$ cat src/sv/ogsf_pkg.sv
package ogsf_pkg;

  localparam int MAX_WIDTH_DEF     = 64;
  localparam int MAX_HEIGHT_DEF    = 64;
  localparam int OBSTACLE_SIZE_DEF = 2;

  // Grid register file
  localparam logic CFG_GRID_WIDTH  = 1'b0;
  localparam logic CFG_GRID_HEIGHT = 1'b1;

  localparam logic [6:0] GRID_WIDTH_RST  = 7'd64;
  localparam logic [6:0] GRID_HEIGHT_RST = 7'd64;

  // Obstacle marking: low cells jump to the floor, others count up and saturate
  localparam logic [7:0] OBST_FLOOR = 8'd2;
  localparam logic [7:0] CELL_MAX   = 8'hFF;

  typedef enum logic [1:0] {
    FUNC_READ     = 2'd0,
    FUNC_WRITE    = 2'd1,
    FUNC_OBSTACLE = 2'd2,
    FUNC_QUERY    = 2'd3
  } func_t;

  typedef struct packed {
    func_t      func;
    logic [7:0] row;
    logic [7:0] col;
    logic [7:0] write_value;
  } in_item_t;

  typedef struct packed {
    logic       status;
    logic [7:0] read_value;
    logic [6:0] square_size;
    logic [5:0] center_row;
    logic [5:0] center_col;
  } out_item_t;

endpackage

$ cat src/sv/ogsf_cell_unit.sv
module ogsf_cell_unit #(
  parameter int SZW = 7
) (
  input  logic [7:0]     cell_value,
  input  logic [SZW-1:0] up,
  input  logic [SZW-1:0] left,
  input  logic [SZW-1:0] diag,
  input  logic           edge_cell,
  input  logic [SZW-1:0] best,
  output logic [7:0]     cell_raised,
  output logic [SZW-1:0] score,
  output logic           better
);

  import ogsf_pkg::*;

  logic [SZW-1:0] least;

  always_comb begin
    if (cell_value < OBST_FLOOR) begin
      cell_raised = OBST_FLOOR;
    end else if (cell_value == CELL_MAX) begin
      cell_raised = CELL_MAX;
    end else begin
      cell_raised = cell_value + 8'd1;
    end
  end

  always_comb begin
    least = left;
    if (up < least) begin
      least = up;
    end
    if (diag < least) begin
      least = diag;
    end
  end

  always_comb begin
    priority if (cell_value != 8'd0) begin
      score = '0;
    end else if (edge_cell) begin
      score = SZW'(1);
    end else begin
      score = least + SZW'(1);
    end
  end

  assign better = score > best;

endmodule

$ cat config.mk
export PLATFORM = sky130hd
export DESIGN_NAME = ogsf_cell_unit
export DESIGN_NICKNAME = d
export VERILOG_FILES = /design/src/sv/ogsf_pkg.sv /design/src/sv/ogsf_cell_unit.sv
export SDC_FILE = /design/constraint.sdc
export NUM_CORES = 1
export LEC_CHECK = 0
export ABC_AREA = 1
export BUFFER_PORTS_ARGS = -buffer_cell sky130_fd_sc_hd__buf_4
export CORE_ASPECT_RATIO = 0.5
export CORE_MARGIN = 2
export CORE_UTILIZATION = 40
export DETAILED_ROUTE_END_ITERATION = 8
export PLACE_DENSITY = 0.78
export REMOVE_ABC_BUFFERS = 1
export SLEW_MARGIN = 20
export SYNTH_ARGS = -nofsm -noshare
export SYNTH_HDL_FRONTEND = slang
export SYNTH_SLANG_ARGS = --single-unit
$ cat constraint.sdc
create_clock -name vclk -period 3.6
set_clock_uncertainty 0.2 [all_clocks]
set_input_delay 0.18 -clock vclk [all_inputs]
set_output_delay 0.18 -clock vclk [all_outputs]
set_load 0.1 [all_outputs]
* After elaboration in Yosys (flattened, before gate mapping) *
Index checks and enable logic that the tools add are counted.

cells by class
  muxes and demuxes = 6
  reductions and logical operators = 1
  magnitude comparators = 4
  $add $sub $neg = 2
  eq/ne operators = 1

operators by type and width
  cell                 count
  $mux 7               4
  $mux 8               2
  $lt 7x7->1           2
  $add 8x1->8 const B  1
  $eq 8x8->1 const B   1
  $lt 8x2->1 const B   1
  $reduce_bool 8->1    1
  $add 7x1->7 const B  1
  $gt 7x7->1           1

storage, ports and cells
  logic and storage cells = 14
  output and inout port bits = 16
  register bits after elaboration = 0

* Depth between registers and ports, before layout *
  word-level depth = 8
  mapped depth = 33
  gate-level depth less buffers = 32

* Worst setup path before layout *
Ideal clock, no wire load.

  kind = input -> output
  from = in left[6]
  to = out better
  slack = -2979 ps
  data required time = 3220 ps
  stages on the path = 25
  arrival time = 6199 ps
  cells stage by stage = inv_1 -> ha_1 -> nand2_1 -> inv_1 -> a21oi_2 -> nand2_2 -> buf_2 -> o21ai_0 -> ha_1 -> a21oi_1 -> nor2_1 -> a211oi_4 -> nand2_4 -> o21ai_2 -> inv_1 -> ha_1 -> nand2_2 -> nor2_1 -> nand3_1 -> nand2_1 -> nor2_1 -> ha_1 -> nand2_1 -> nor3_1 -> a22oi_1

on the way
  cells in the longest elaborated chain, start to end = 8

RTL lines
  element          RTL line              source
  start, declared  ogsf_cell_unit.sv:6   input logic [SZW-1:0] left,
  $lt 7x7->1       ogsf_cell_unit.sv:31  if (up < least) begin
  $mux 7 *         ogsf_cell_unit.sv:31
  $lt 7x7->1       ogsf_cell_unit.sv:34  if (diag < least) begin
  $mux 7 *         ogsf_cell_unit.sv:34
  $add 7x1->7 *    ogsf_cell_unit.sv:45  score = least + SZW'(1);
  $mux 7 *         ogsf_cell_unit.sv:42  end else if (edge_cell) begin
  $mux 7 *         ogsf_cell_unit.sv:40  priority if (cell_value != 8'd0) begin
  via score[6]     ogsf_cell_unit.sv:11  output logic [SZW-1:0] score,
  $gt 7x7->1 *     ogsf_cell_unit.sv:49  assign better = score > best;
  end, declared    ogsf_cell_unit.sv:12  output logic better

Mark *: on every way through the listed nets, which the timed path passes. The rest lies on a longest branch.

* Worst setup path after layout *
  from = in left[6]
  to = out better

on the way
  cells in the longest elaborated chain, start to end = 8

RTL lines
  element        RTL line
  $lt 7x7->1     ogsf_cell_unit.sv:31
  $mux 7 *       ogsf_cell_unit.sv:31
  $lt 7x7->1     ogsf_cell_unit.sv:34
  $mux 7 *       ogsf_cell_unit.sv:34
  $add 7x1->7 *  ogsf_cell_unit.sv:45
  $mux 7 *       ogsf_cell_unit.sv:42
  $mux 7 *       ogsf_cell_unit.sv:40
  $gt 7x7->1 *   ogsf_cell_unit.sv:49

Mark *: on every way between the ends. The rest lies on a longest branch, timed or not.

==> results.ini <==
[final_layout]
diodes = 0
final-instance-count-excl-fill = 335
nNetsFinal = 359
drive_gt1_frac = 0.584
clock_buffer_count = 0
fillCellCount = 102
total_area_of_multi_input_combinational_cells_um2 = 1300
sequential_cell_area_um2 = 0
layout.sequential_cells = 0
syn2layout_area_growth_pct = 115

[global_routing]
maximum_number_of_pins_on_one_net_before_global_route_repair = 9
grt_util_all_layers = 0.241
grt_overflow = 0
grt_pass1_vias = 1422
grt_first_pass_wirelength_mm = 5.98
grt_antenna_before_repair = 0

[run_status]
status = complete, but fails checks
violations_in_the_final_reports = setup timing

[routing]
routed_via_density = 5.77
detail-route-antenna-nets = 0
drt_first_pass_iters = 8
detail_route.wirelength.met1_mm = 2.24
highest_layer = met4
wl_per_cell_um = 18.4
vias = 1934
post-route-drc-count = 0
drt_iter0_drc = 135
drt-total-wl_mm = 6.18
met3RoutedLength_um = 567
routed-wl-met2_mm = 2.86

[pwr]
power_frac_clock = 0
p_comb_frac = 1.000
p_leak_nw = 1.22
internal_power_uw = 218
netSwitchingFraction = 0.587
irDropWorstVdd_mv = 0.143
netSwitchingPower_uw = 310
share_seq_of_total_power = 0
power_per_cell_area_nw_per_um2 = 223

[timing]
achievable_frequency_mhz = 217
final_hold_viol_count = 0
worst_slew_pin_slew_ns = 0.359
final_period_util = 1.28
timing.hold.ws_ns = 0.562
final_period_minus_worst_setup_slack_ns = 4.60
setup_viol = 7
timing.final.max_slew_violations = 0
setup_ws_ns = -0.999
rsz0062_at_grt = true
slew_headroom = 0.759

[setup_path]
crit_path_end_kind = output pin
path_common_cell = sky130_fd_sc_hd__nand2_2
worst_setup_path_start_kind = primary input
timing.critical_path.fanout_max = 8
crit_path_max_cell_delay_ns = 0.27
critical-path-top-delay-family = simple AND/OR/NAND/NOR gates
setup.worst_path.class = in -> out
critPathBufInv = 10
crit_path_top_delay_cell = sky130_fd_sc_hd__ha_1
startpoint = left[6]
cp.arrival_ns = 4.22
worst-endpoint-required_ns = 3.22

[logic_synthesis]
area_of_the_mapped_netlist_um2 = 1100
ys_types = 22
ys_warn_count = 0
avgSynthCellArea_um2 = 5.40
synthCells = 204
synth_seq_area_share = 0

[place]
port_buffers = 53
post-place-cells = 316
hpwlAfterDp_mm = 2.68
gp_congestion = 0.776
placement.setup.worst_slack_ns = -0.852

[floorplan]
start_util = 0.424
top_level_ports = 53
core_region_area_um2 = 2600
overall_die_height_um = 41.1
rows = 13
floorplan.die_area_um2 = 3220
die_w_um = 78.2

[worst_hold_path]
holdCritStartpoint = cell_value[0]
hold-path-cell-count = 3
worstHoldEndpoint = cell_raised[0]
hold_class = in -> out

[clocking]
count_of_hold_fix_buffers_inserted_at_cts = 0

[flow_run]
maxCapViolCount = 0

[worst max-delay path by stage]
stage          endpoint  slack (ns)  cells past startpoint
3_3_place_gp     better       -0.69                     26
3_5_place_dp     better       -0.85                     27
2_1_floorplan    better       -2.90                     24
4_1_cts          better       -0.63                     28
6_report         better        -1.0                     33
5_1_grt          better       -1.07                     34
[Yosys cell counts, drive strengths merged]
library cell | count | area [um2]
nand2 | 61 | 272
inv | 46 | 173
nor2 | 26 | 100
ha | 22 | 275
a21oi | 13 | 68.8
o21ai | 12 | 63.8
nand3 | 11 | 55.1
nor3 | 4 | 20.0
a211oi | 2 | 27.5
nor4 | 2 | 12.5
a22oi | 1 | 7.51
and2 | 1 | 6.26
buf | 1 | 5.00
nand3b | 1 | 7.51
xnor2 | 1 | 8.76
[placed cells by master, fill, tap and decap left out, types with 6 or more instances in the layout]
cell,count
sky130_fd_sc_hd__buf_4,79
sky130_fd_sc_hd__inv_1,37
sky130_fd_sc_hd__nand2_1,35
sky130_fd_sc_hd__nand2_2,18
sky130_fd_sc_hd__nor2_1,12
sky130_fd_sc_hd__ha_4,12
sky130_fd_sc_hd__ha_1,10
sky130_fd_sc_hd__nand3_1,9
sky130_fd_sc_hd__nor2_4,8
sky130_fd_sc_hd__buf_6,8
sky130_fd_sc_hd__nand2_4,7
sky130_fd_sc_hd__nor2_2,6
sky130_fd_sc_hd__a21oi_2,6
sky130_fd_sc_hd__buf_12,6
[through the flow]
stage          setup TNS, ns  instance area, um2  power (mW)   util
2_1_floorplan          -6.15                1100       0.203      -
3_3_place_gp           -1.01                1710       0.304  0.659
3_5_place_dp           -1.91                1710       0.312  0.659
4_1_cts               -0.736                2010       0.375  0.774
5_1_grt                -2.58                2370       0.548  0.910
6_report               -2.11                2370       0.529  0.910
[timing repair]
item | in CTS | in global routing
pin swaps | 30 | 34
endpoints found under the setup margin | 7 | 8
endpoints found under the hold margin | 0 | 0
buffers inserted | 16 | 7
gates resized for setup | 46 | 74
[cells by family (layout without fill, tap and decap cells)]
group | Yosys count | in the layout | share of synthesized area
simple gates | 106 | 106 | 0.429
xor+xnor | 1 | 1 | 0.00795
fa+ha+maj | 22 | 22 | 0.250
buf+inv | 47 | 141 | 0.161
compound gates | 28 | 28 | 0.152
[cell type report]
| cell class | count | area share |
|---|---|---|
| Multi-Input combinational cell | 157 | 0.550 |
| Timing Repair Buffer | 95 | 0.352 |
| Inverter | 46 | 0.0782 |
| Tap cell | 37 | 0.0195 |
[tightest hold or removal path: cells and delay by family]
| family | cells | cell delay (ns) |
|---|---|---|
| buffers and inverters | 2 | 0.33 |
| AOI/OAI and AO/OA | 1 | 0.07 |
[power by group through the flow]
stage / clock network, mW / registers (mW) / logic (mW)
final: 0 / 0 / 0.529
after global routing: 0 / 0 / 0.548
after CTS: 0 / 0 / 0.375
after detailed placement: 0 / 0 / 0.312
after global placement: 0 / 0 / 0.304
after floorplan: 0 / 0 / 0.203
[layer usage]
metal / vias up / GRT usage
met4: 0 / 0.145
met1: 889 / 0.270
met2: 151 / 0.483
li1: 830 / -
met5: - / 0
met3: 64 / 0.0264
Note: power is estimated with default switching activity, not from simulation.
