===== config.mk =====
export PLATFORM = sky130hd
export DESIGN_NAME = ogsf_ram
export DESIGN_NICKNAME = d
export VERILOG_FILES = /design/src/sv/ogsf_ram.sv
export SDC_FILE = /design/constraint.sdc
export NUM_CORES = 1
export LEC_CHECK = 0
export BUFFER_PORTS_ARGS = -buffer_cell sky130_fd_sc_hd__buf_2
export CORE_MARGIN = 4
export CORE_UTILIZATION = 45
export CTS_BUF_LIST = sky130_fd_sc_hd__clkbuf_8
export DETAILED_ROUTE_END_ITERATION = 12
export MAX_ROUTING_LAYER = met4
export SKIP_CTS_REPAIR_TIMING = 1
export SLEW_MARGIN = 20
export SYNTH_ARGS = -nofsm -noshare
export SYNTH_HDL_FRONTEND = slang
export SYNTH_SLANG_ARGS = --single-unit

===== constraint.sdc =====
create_clock -name clk -period 2.6 [get_ports clk]
set_input_delay 0.52 -clock clk [delete_from_list [all_inputs] [get_ports clk]]
set_output_delay 0.52 -clock clk [all_outputs]
set_load 0.02 [all_outputs]

===== src/sv/ogsf_ram.sv =====
module ogsf_ram #(
  parameter int WIDTH = 8,
  parameter int DEPTH = 64
) (
  input  logic                     clk,
  input  logic                     we,
  input  logic [$clog2(DEPTH)-1:0] waddr,
  input  logic [WIDTH-1:0]         wdata,
  input  logic [$clog2(DEPTH)-1:0] raddr,
  output logic [WIDTH-1:0]         rdata
);

  logic [WIDTH-1:0] mem [DEPTH];

  always_ff @(posedge clk) begin
    if (we) begin
      mem[waddr] <= wdata;
    end
    rdata <= mem[raddr];
  end

endmodule


Word level (Yosys, flattened, before mapping)
Memories as Yosys holds them, arrays and structs flattened. A register that Yosys moved wholly into a read port is not among the register bits. Cells that the tools add are included.

Mux-type cells: 2.

Operator list (number): two-way mux 1 bit (2).

Register bits: 0. Bits in writable memories: 512. Input bits: 22. Word-level logic and storage cells: 3. Memories kept: 1.

Memories: mem (depth 64, width 8, read ports 1, clocked after memory_dff 1, wr ports 1, line 13) `logic [WIDTH-1:0] mem [DEPTH];`.

Logic depth before layout (Yosys ltp)
Gate-level depths: netlist of run 1.

Word-level depth: 2. Gate-level depth with buffers: 9.

Worst setup path before layout of run 1
OpenSTA, ideal clock, no wires.

Kind: input to register. Start: in raddr[1]. End: reg rdata[3] (read register of mem). Library setup time: 0.128 ns. Arrival: 2.060 ns. Data required time: 2.472 ns. Slack: 0.412 ns. Cell stages on the path: 7. Cells stage by stage: buf_4 -> buf_2 -> buf_2 -> mux4_2 -> mux4_2 -> o21ai_1 -> o41ai_1.

RTL lines: start: declaration (line 9) `input logic [$clog2(DEPTH)-1:0] raddr,`; end: declaration (line 10) `output logic [WIDTH-1:0] rdata`.

==> impl_metrics.py, run 1 <==
metrics = {
    "status": {
        "outcome": "completed",
    },
    "timing": {
        "slew-limit-headroom_pct": 52.60,
        "finalHoldViolCount": 0,
        "fin_ws_ns": 0.5412,
        "finalCritPeriodShare_pct": 79.18,
        "setup_violations": 0,
        "fmax_ghz": 0.4857,
        "rsz0062_at_grt": "false",
        "period_minus_slack_ns": 2.059,
        "fin_skew_ns": 0.01637,
        "worst_slew_pin_slew_ns": 0.7110,
        "drv_slew": 0,
    },
    "setup_path": {
        "cp_max_fo": 1,
        "worstSetupPathType": "reg2reg",
        "required_ns": 3.09,
        "max_stage_delay_ns": 0.48,
        "path_cells": "mux4_2 -> mux2_2 -> o221a_2 -> nor3_1 -> o32ai_1",
        "path_buf_inv": 0,
        "slowest_stage": "mux4_2",
        "cp.arrival_ns": 2.55,
        "crit_family": "multiplexers",
        "cp-end-kind": "flop",
        "start_kind": "flop",
    },
    "min_path": {
        "min_path_type": "in2reg",
    },
    "detailed_routing": {
        "via_count": 10009,
        "drt_iter0_drc": 939,
        "dr.pass1.iters": 5,
        "viasPerCell": 5.567,
        "drtAntennaViolNets": 0,
        "wire_per_inst_um": 26.00,
        "routed_wl_um": 46750,
        "drc_errors": 0,
    },
    "cells_and_area": {
        "regArea_sq_um": 15530,
        "final_core_util_pct": 53.20,
        "nFillCells": 3423,
        "fin_cells": 1798,
        "multi_input_area_sq_um": 4315,
        "diodes": 0,
        "area_growth_pct": 16.65,
        "fin_nets": 1163,
        "layout-drive-gt1-share_pct": 34.00,
    },
    "global_route": {
        "grt_usage_pct": 20.47,
        "antenna_found_initial": 1,
        "grtUsageMet2_pct": 32.22,
        "grt_pass1_vias": 10292,
        "grt-ovfl-total": 0,
        "use_met1_pct": 28.12,
        "met3_usage_pct": 3.737,
        "grt_pass1_wl_um": 69060,
        "grt_max_degree": 65,
        "top_usage_layer": "met2",
    },
    "logic_synthesis": {
        "yosysWarnings": 0,
        "yosysSeqAreaShare_pct": 77.03,
        "synth_edf_count": 512,
        "synth_most_common_cell": "edfxtp_1",
        "synth_top_area_share_pct": 76.24,
        "yosys.area.top_type": "edfxtp_1",
        "avgSynthCellArea_sq_um": 21.45,
        "yosys-top-cells-count": "512 x edfxtp_1, 126 x mux4_2, 83 x nor2_1, 23 x mux2i_1, 19 x nand2_1",
        "synth.area.top_cells": "edfxtp_1 76%, mux4_2 14%, nor2_1 1.5%",
        "ys_types": 40,
        "synth-async-reset-ratio_pct": 0,
        "synth_fp_nets": 962,
        "syn_area_sq_um": 20170,
        "ys_ff_latch": 520,
        "synthCells": 940,
        "synthFlopType": "edfxtp_1",
    },
    "run": {
        "maxCapViolCount": 0,
    },
    "die": {
        "die_w_um": 219.7,
        "core.rowCount": 77,
        "core_sq_um": 44220,
        "io_pins": 30,
        "die-area_sq_um": 48270,
        "start_util_pct": 45.60,
        "die_y_um": 219.7,
    },
    "clock_network": {
        "cts_root_buffer": "clkbuf_8",
        "cts_sinks": 520,
        "path_clk_slew_ns": 0.06,
        "clk_latency_ns": 0.62,
        "cts_tree": "yes",
        "h-tree-depth": 3,
        "clk_path_buf_depth": 3,
        "cts_buffers": 86,
    },
    "placed_design": {
        "dp_cells": 1645,
        "dp_slack_ns": -0.05097,
        "portBuffers": 29,
        "gp_congestion": 0.8146,
        "dpl.hpwl_um": 30430,
    },
    "power": {
        "ir_worst_vdd_mv": 0.4352,
        "p_per_area_nw_per_um2": 715.9,
        "power_leakage_nw": 7.754,
    },
}
[cells by family after synthesis]
family	after synthesis	share of synthesized area, %
AO/OA/AOI/OAI	54	2.072
flip-flops	520	77.03
buffers and inverters	51	1.570
multiplexers	162	15.94
AND/OR/NAND/NOR	153	3.387
[power breakdown]
group          total, mW  switching (mW)  leakage, nW  internal, mW
sequential          9.31          0.0338         4.67          9.28
combinational      0.954           0.559         2.16         0.396
clock               6.57            3.10        0.920          3.48
total               16.8            3.69         7.75          13.2
[final cells by class]
cell class / count / area share (%)
multi-input cells: 369 / 18.34
well taps: 592 / 3.149
flip-flops and latches: 520 / 66.04
repair buffers: 164 / 5.781
clock inverters: 60 / 1.250
clock buffers: 93 / 5.441
[placed cells by master (no fill, tap or decap), types with 4 or more instances in the layout]
master      n
buf_4     122
nor2b_1    14
clkinv_1   19
nand2b_1    7
o221ai_1    8
nand3_1    13
clkbuf_8   94
clkinv_2    9
nand2_1    19
buf_2      26
buf_12     15
edfxtp_1  512
nor3_1      7
inv_1      29
a221oi_1    6
mux2i_1    23
o22ai_1     8
mux4_2    126
mux2_2     13
a211oi_1    4
dfxtp_1     8
nor2_1     83
[flip-flops by register name, summed over array words and instances, names as in the netlist]
register and count:
mem 512, rdata 8
[worst paths after layout]
kind,from,end,slack [ns],cells past startpoint
worst max-delay path,mem[21][6],rdata[6],0.54,5
worst min-delay path,wdata[7],mem[0][7],0.37,1
worst max register to register,mem[21][6],rdata[6],0.54,5
worst min register to register,mem[35][0],rdata[0],0.81,4
[through the flow]
step | setup TNS, ns | hold slack [ns] | instance area [sq um] | total power, mW
after floorplan | 0 | 0.6189 | 20170 | 9.984
after global placement | -0.03203 | 0.7892 | 21950 | 10.44
after global routing | 0 | 0.3438 | 23530 | 17.51
after detailed placement | -0.07307 | 0.7958 | 21950 | 10.46
after CTS | 0 | 0.3238 | 23530 | 17.04
final | 0 | 0.3707 | 23530 | 16.84
[layer usage]
layer  routed length [um]  vias to the layer above
li1                     -                     4347
met1                20250                     5270
met2                22920                      312
met3                 2546                       80
met4                 1037                        0
met5                    0                        -
(Power assumes the default switching activity.)
==> run 2: changes to the inputs <==
clock period = 1.7 ns   (was 2.6 ns; I/O delays follow)
==> impl_metrics.py, run 2 (synthesis results as in run 1) <==
metrics = {
    "clock_network": {
        "cts_sinks": 520,
        "h-tree-depth": 3,
        "clk_path_buf_depth": 3,
        "cts_buffers": 85,
        "cts_tree": "yes",
        "cts_root_buffer": "clkbuf_8",
        "path_clk_slew_ns": 0.06,
        "clk_latency_ns": 0.66,
    },
    "cells_and_area": {
        "largestRegisters": "mem: 512 flops, rdata: 8 flops",
        "nFillCells": 3402,
        "mostFrequentLayoutCell": "edfxtp_1",
        "layout_common_cells": "512 x edfxtp_1, 149 x buf_4, 126 x mux4_2",
        "largest_reg_flops": 512,
        "diodes": 0,
        "fin_cells": 1839,
        "area_growth_pct": 19.95,
        "fin_nets": 1202,
        "regMostFlops": "mem",
        "layout-drive-gt1-share_pct": 38.97,
    },
    "setup_path": {
        "cp.arrival_ns": 2.40,
        "crit_family": "multiplexers",
        "slowest_stage": "mux4_2",
        "cp_max_fo": 1,
        "reg2reg_to": "rdata[6]",
        "r2r_slack_ns": -0.16,
        "path_buf_inv": 0,
        "start_kind": "flop",
        "required_ns": 2.24,
        "reg2regPathDepth": 5,
        "cp.depth": 5,
        "worstSetupPathType": "reg2reg",
        "max_stage_delay_ns": 0.47,
        "r2r-start": "mem[28][6]",
        "path_cells": "mux4_2 -> mux2_4 -> o221a_4 -> nor3_4 -> o32ai_2",
        "cp-end-kind": "flop",
    },
    "placed_design": {
        "gp_congestion": 0.8398,
        "dp_cells": 1685,
        "dpl.hpwl_um": 29400,
        "portBuffers": 29,
        "dp_slack_ns": -0.7886,
    },
    "min_path": {
        "min_from": "raddr[5]",
        "holdPathEnd": "rdata[5]",
        "whs_path_depth": 2,
        "min_path_type": "in2reg",
    },
    "detailed_routing": {
        "drt_iter0_drc": 1020,
        "viasPerCell": 5.538,
        "drtAntennaViolNets": 0,
        "dr.pass1.iters": 5,
        "via_count": 10184,
        "drc_errors": 0,
        "wire_per_inst_um": 25.34,
        "routed_wl_um": 46600,
    },
    "timing": {
        "holdWs_ns": 0.07862,
        "rsz0062_at_grt": "true",
        "fmax_ghz": 0.5363,
        "fin_ws_ns": -0.1647,
        "finalHoldViolCount": 0,
        "setup_violations": 8,
        "period_minus_slack_ns": 1.865,
        "drv_slew": 0,
        "worst_slew_pin_slew_ns": 0.7744,
        "fin_skew_ns": 0.03067,
        "finalCritPeriodShare_pct": 109.7,
        "slew-limit-headroom_pct": 48.37,
    },
    "power": {
        "swShare_pct": 22.29,
        "clkPwrFrac_pct": 38.6,
        "power_frac_seq_pct": 55.2,
        "comb_power_share_pct": 6.2,
        "ir_worst_vdd_mv": 0.5855,
        "power_leakage_nw": 8.015,
        "p_int_mw": 20.05,
        "switchingPower_mw": 5.751,
        "p_per_area_nw_per_um2": 1067,
    },
    "global_route": {
        "grt_max_degree": 65,
        "grt-ovfl-total": 0,
        "antenna_found_initial": 1,
        "grt_pass1_wl_um": 69780,
        "grt_pass1_vias": 10653,
        "grt_usage_pct": 20.69,
    },
    "die": {
        "io_pins": 30,
        "core_sq_um": 44220,
        "start_util_pct": 45.60,
        "core.rowCount": 77,
        "die_w_um": 219.7,
        "die_y_um": 219.7,
        "die-area_sq_um": 48270,
    },
    "status": {
        "violations": "negative setup slack",
        "outcome": "finished, violations left",
    },
    "run": {
        "maxCapViolCount": 0,
    },
}
run 2: worst max path at each step:
stage | from | endpoint | slack, ns
floorplan | raddr[0] | rdata[7] | -0.19
global placement | raddr[0] | rdata[6] | -0.76
detailed placement | raddr[0] | rdata[6] | -0.79
CTS | mem[28][6] | rdata[6] | -0.42
global route | mem[28][6] | rdata[6] | -0.19
finish | mem[28][6] | rdata[6] | -0.16
run 2: worst reg2reg max path, cell delays in order, from the launching register on:
cell	delay, ns
edfxtp_1	0.40
mux4_2	0.47
mux2_4	0.28
o221a_4	0.29
nor3_4	0.24
o32ai_2	0.10
run 2: per-layer routing:
metal / GRT usage [%] / wire length [um] / share of wire [%]
met1: 28.23 / 20210 / 43
met2: 31.89 / 22530 / 48
met3: 4.247 / 2717 / 5.8
met4: 6.510 / 1140 / 2.4
met5: - / 0 / 0
run 2: power by group through the flow:
stage / sequential [mW] / clock (mW) / combinational (mW)
6_report: 14.2 / 9.95 / 1.61
5_1_grt: 14.2 / 10.9 / 1.72
4_1_cts: 14.2 / 10.2 / 1.58
3_5_place_dp: 14.5 / 0 / 1.58
3_3_place_gp: 14.5 / 0 / 1.55
2_1_floorplan: 14.5 / 0 / 0.782
run 2: through the flow:
step	setup TNS [ns]	power [mW]	util (%)	cell area (sq um)
final	-0.6396	25.80	54.70	24190
after global routing	-1.117	26.88	54.70	24190
after CTS	-1.569	26.06	54.37	24040
after detailed placement	-7.813	16.09	50.85	22490
after global placement	-6.570	16.07	50.85	22490
after floorplan	-18.01	15.30	-	20290
run 2: area by class of cell:
cell class | count | area, sq um | share of cell area, %
Tap cell | 592 | 740.7 | 3.062
Sequential cell | 520 | 15530 | 64.22
Clock buffer | 89 | 1225 | 5.064
Multi-Input combinational cell | 369 | 4526 | 18.71
Timing Repair Buffer | 204 | 1836 | 7.588
Clock inverter | 65 | 329.1 | 1.360
==> run 3: changes to the inputs <==
GPL_TIMING_DRIVEN = 0   (was default)
==> impl_metrics.py, run 3 (synthesis results as in run 1) <==
metrics = {
    "die": {
        "core_sq_um": 44220,
        "io_pins": 30,
        "die_y_um": 219.7,
        "die-area_sq_um": 48270,
        "start_util_pct": 45.60,
        "die_w_um": 219.7,
        "core.rowCount": 77,
    },
    "power": {
        "total_power_mw": 25.69,
        "power_leakage_nw": 7.228,
        "ir_worst_vdd_mv": 0.4320,
        "p_per_area_nw_per_um2": 1109,
    },
    "clock_network": {
        "cts_sinks": 520,
        "cts_root_buffer": "clkbuf_8",
        "clk_latency_ns": 0.67,
        "cts_tree": "yes",
        "path_clk_slew_ns": 0.06,
        "clk_path_buf_depth": 3,
        "cts_buffers": 83,
        "h-tree-depth": 3,
    },
    "timing": {
        "drv_slew": 0,
        "finalHoldViolCount": 0,
        "period_minus_slack_ns": 2.006,
        "setup_violations": 186,
        "finalCritPeriodShare_pct": 118.0,
        "tns_ns": -31.33,
        "worst_slew_pin_slew_ns": 0.9832,
        "fmax_ghz": 0.4986,
        "fin_skew_ns": 0.03843,
        "fin_ws_ns": -0.3055,
        "holdWs_ns": 0.06935,
        "rsz0062_at_grt": "true",
        "slew-limit-headroom_pct": 34.29,
    },
    "detailed_routing": {
        "wire_per_inst_um": 28.77,
        "dr.pass1.iters": 5,
        "routed_wl_um": 49130,
        "drc_errors": 0,
        "drt_iter0_drc": 1176,
        "drtAntennaViolNets": 0,
        "viasPerCell": 5.831,
        "via_count": 9960,
    },
    "cells_and_area": {
        "regMostFlops": "mem",
        "largest_reg_flops": 512,
        "final_cell_area_sq_um": 23170,
        "largestRegisters": "mem: 512 flops, rdata: 8 flops",
        "layout-drive-gt1-share_pct": 35.96,
        "mostFrequentLayoutCell": "edfxtp_1",
        "area_growth_pct": 14.91,
        "layout_common_cells": "512 x edfxtp_1, 126 x mux4_2, 91 x clkbuf_8",
        "nFillCells": 3465,
        "fin_nets": 1072,
    },
    "setup_path": {
        "crit_family": "simple AND/OR/NAND/NOR gates",
        "reg2regPathDepth": 5,
        "cp.arrival_ns": 2.28,
        "worstSetupPathType": "in2reg",
        "cp-end-kind": "flop",
        "cp_max_fo": 10,
        "r2r-start": "mem[11][1]",
        "r2r_slack_ns": -0.25,
        "max_stage_delay_ns": 0.72,
        "slowest_stage": "nor2_2",
        "start_kind": "primary input",
        "path_cells": "clkbuf_1 -> nor2b_1 -> nand3_1 -> nor2_2",
        "required_ns": 1.98,
        "reg2reg_to": "rdata[1]",
        "path_buf_inv": 1,
    },
    "global_route": {
        "grt_max_degree": 65,
        "grt_usage_pct": 21.39,
        "grt_pass1_wl_um": 70830,
        "antenna_found_initial": 1,
        "grt-ovfl-total": 0,
        "grt_pass1_vias": 10116,
    },
    "min_path": {
        "whs_path_depth": 2,
        "min_path_type": "in2reg",
        "min_from": "raddr[5]",
        "holdPathEnd": "rdata[5]",
    },
    "placed_design": {
        "dpl.hpwl_um": 30330,
        "dpl_cell_area_sq_um": 21140,
        "gp_congestion": 0.8958,
        "portBuffers": 21,
    },
    "status": {
        "violations": "negative setup slack",
        "outcome": "finished, violations left",
    },
    "run": {
        "maxCapViolCount": 0,
    },
}
==> run 3: cell type report <==
| cell class | count | area [sq um] | area share [%] |
|---|---|---|---|
| antenna | 1 | 2.502 | 0.01080 |
| buffer | 51 | 399.1 | 1.722 |
| clock buffer | 91 | 1252 | 5.404 |
| clock inverter | 59 | 277.8 | 1.199 |
| multi-input combinational | 369 | 4800 | 20.71 |
| sequential | 520 | 15530 | 67.03 |
| tap | 592 | 740.7 | 3.196 |
| timing repair buffer | 25 | 167.7 | 0.7235 |
==> run 3: how the worst max path moves through the flow <==
stage                     from    endpoint  slack (ns)  cells after the start
global placement      raddr[2]    rdata[3]       -1.58                      7
global route        mem[17][4]    rdata[4]       -0.31                      5
CTS                   raddr[2]    rdata[3]       -0.88                      7
floorplan             raddr[0]    rdata[7]       -0.19                      7
finish                waddr[2]  mem[21][2]       -0.31                      4
detailed placement    raddr[2]    rdata[3]       -1.57                      7
==> run 3: per-layer routing <==
metal | track usage (%) | wire length [um] | up-vias | share of wire [%]
met5 | - | 0 | - | 0
met4 | 7.264 | 1492 | 0 | 3.0
met3 | 5.185 | 3979 | 93 | 8.1
met2 | 30.55 | 22270 | 425 | 45
met1 | 30.62 | 21390 | 5274 | 44
li1 | - | - | 4168 | -
==> run 3: power breakdown <==
part | total [mW] | switching [mW] | leakage (nW) | internal (mW)
clock | 9.87 | 4.80 | 0.895 | 5.07
combinational | 1.60 | 1.03 | 1.66 | 0.570
sequential | 14.2 | 0.0231 | 4.67 | 14.2
total | 25.7 | 5.85 | 7.23 | 19.8
==> run 3: worst register-to-register path, cell delays in order, from the launching register on <==
cell and delay [ns]:
edfxtp_1 0.36, mux4_2 0.52, mux4_2 0.55, nor2_2 0.12, nor3_1 0.07, o2bb2ai_2 0.19
==> run 3: metrics by stage <==
stage / worst slack, ns / util [%] / instances
global placement: -1.581 / 47.79 / 1553
CTS: -0.8828 / 51.26 / 1703
floorplan: -0.1885 / - / 940
global route: -0.3138 / 52.41 / 1708
detailed placement: -1.572 / 47.80 / 1553
finish: -0.3055 / 52.41 / 1708
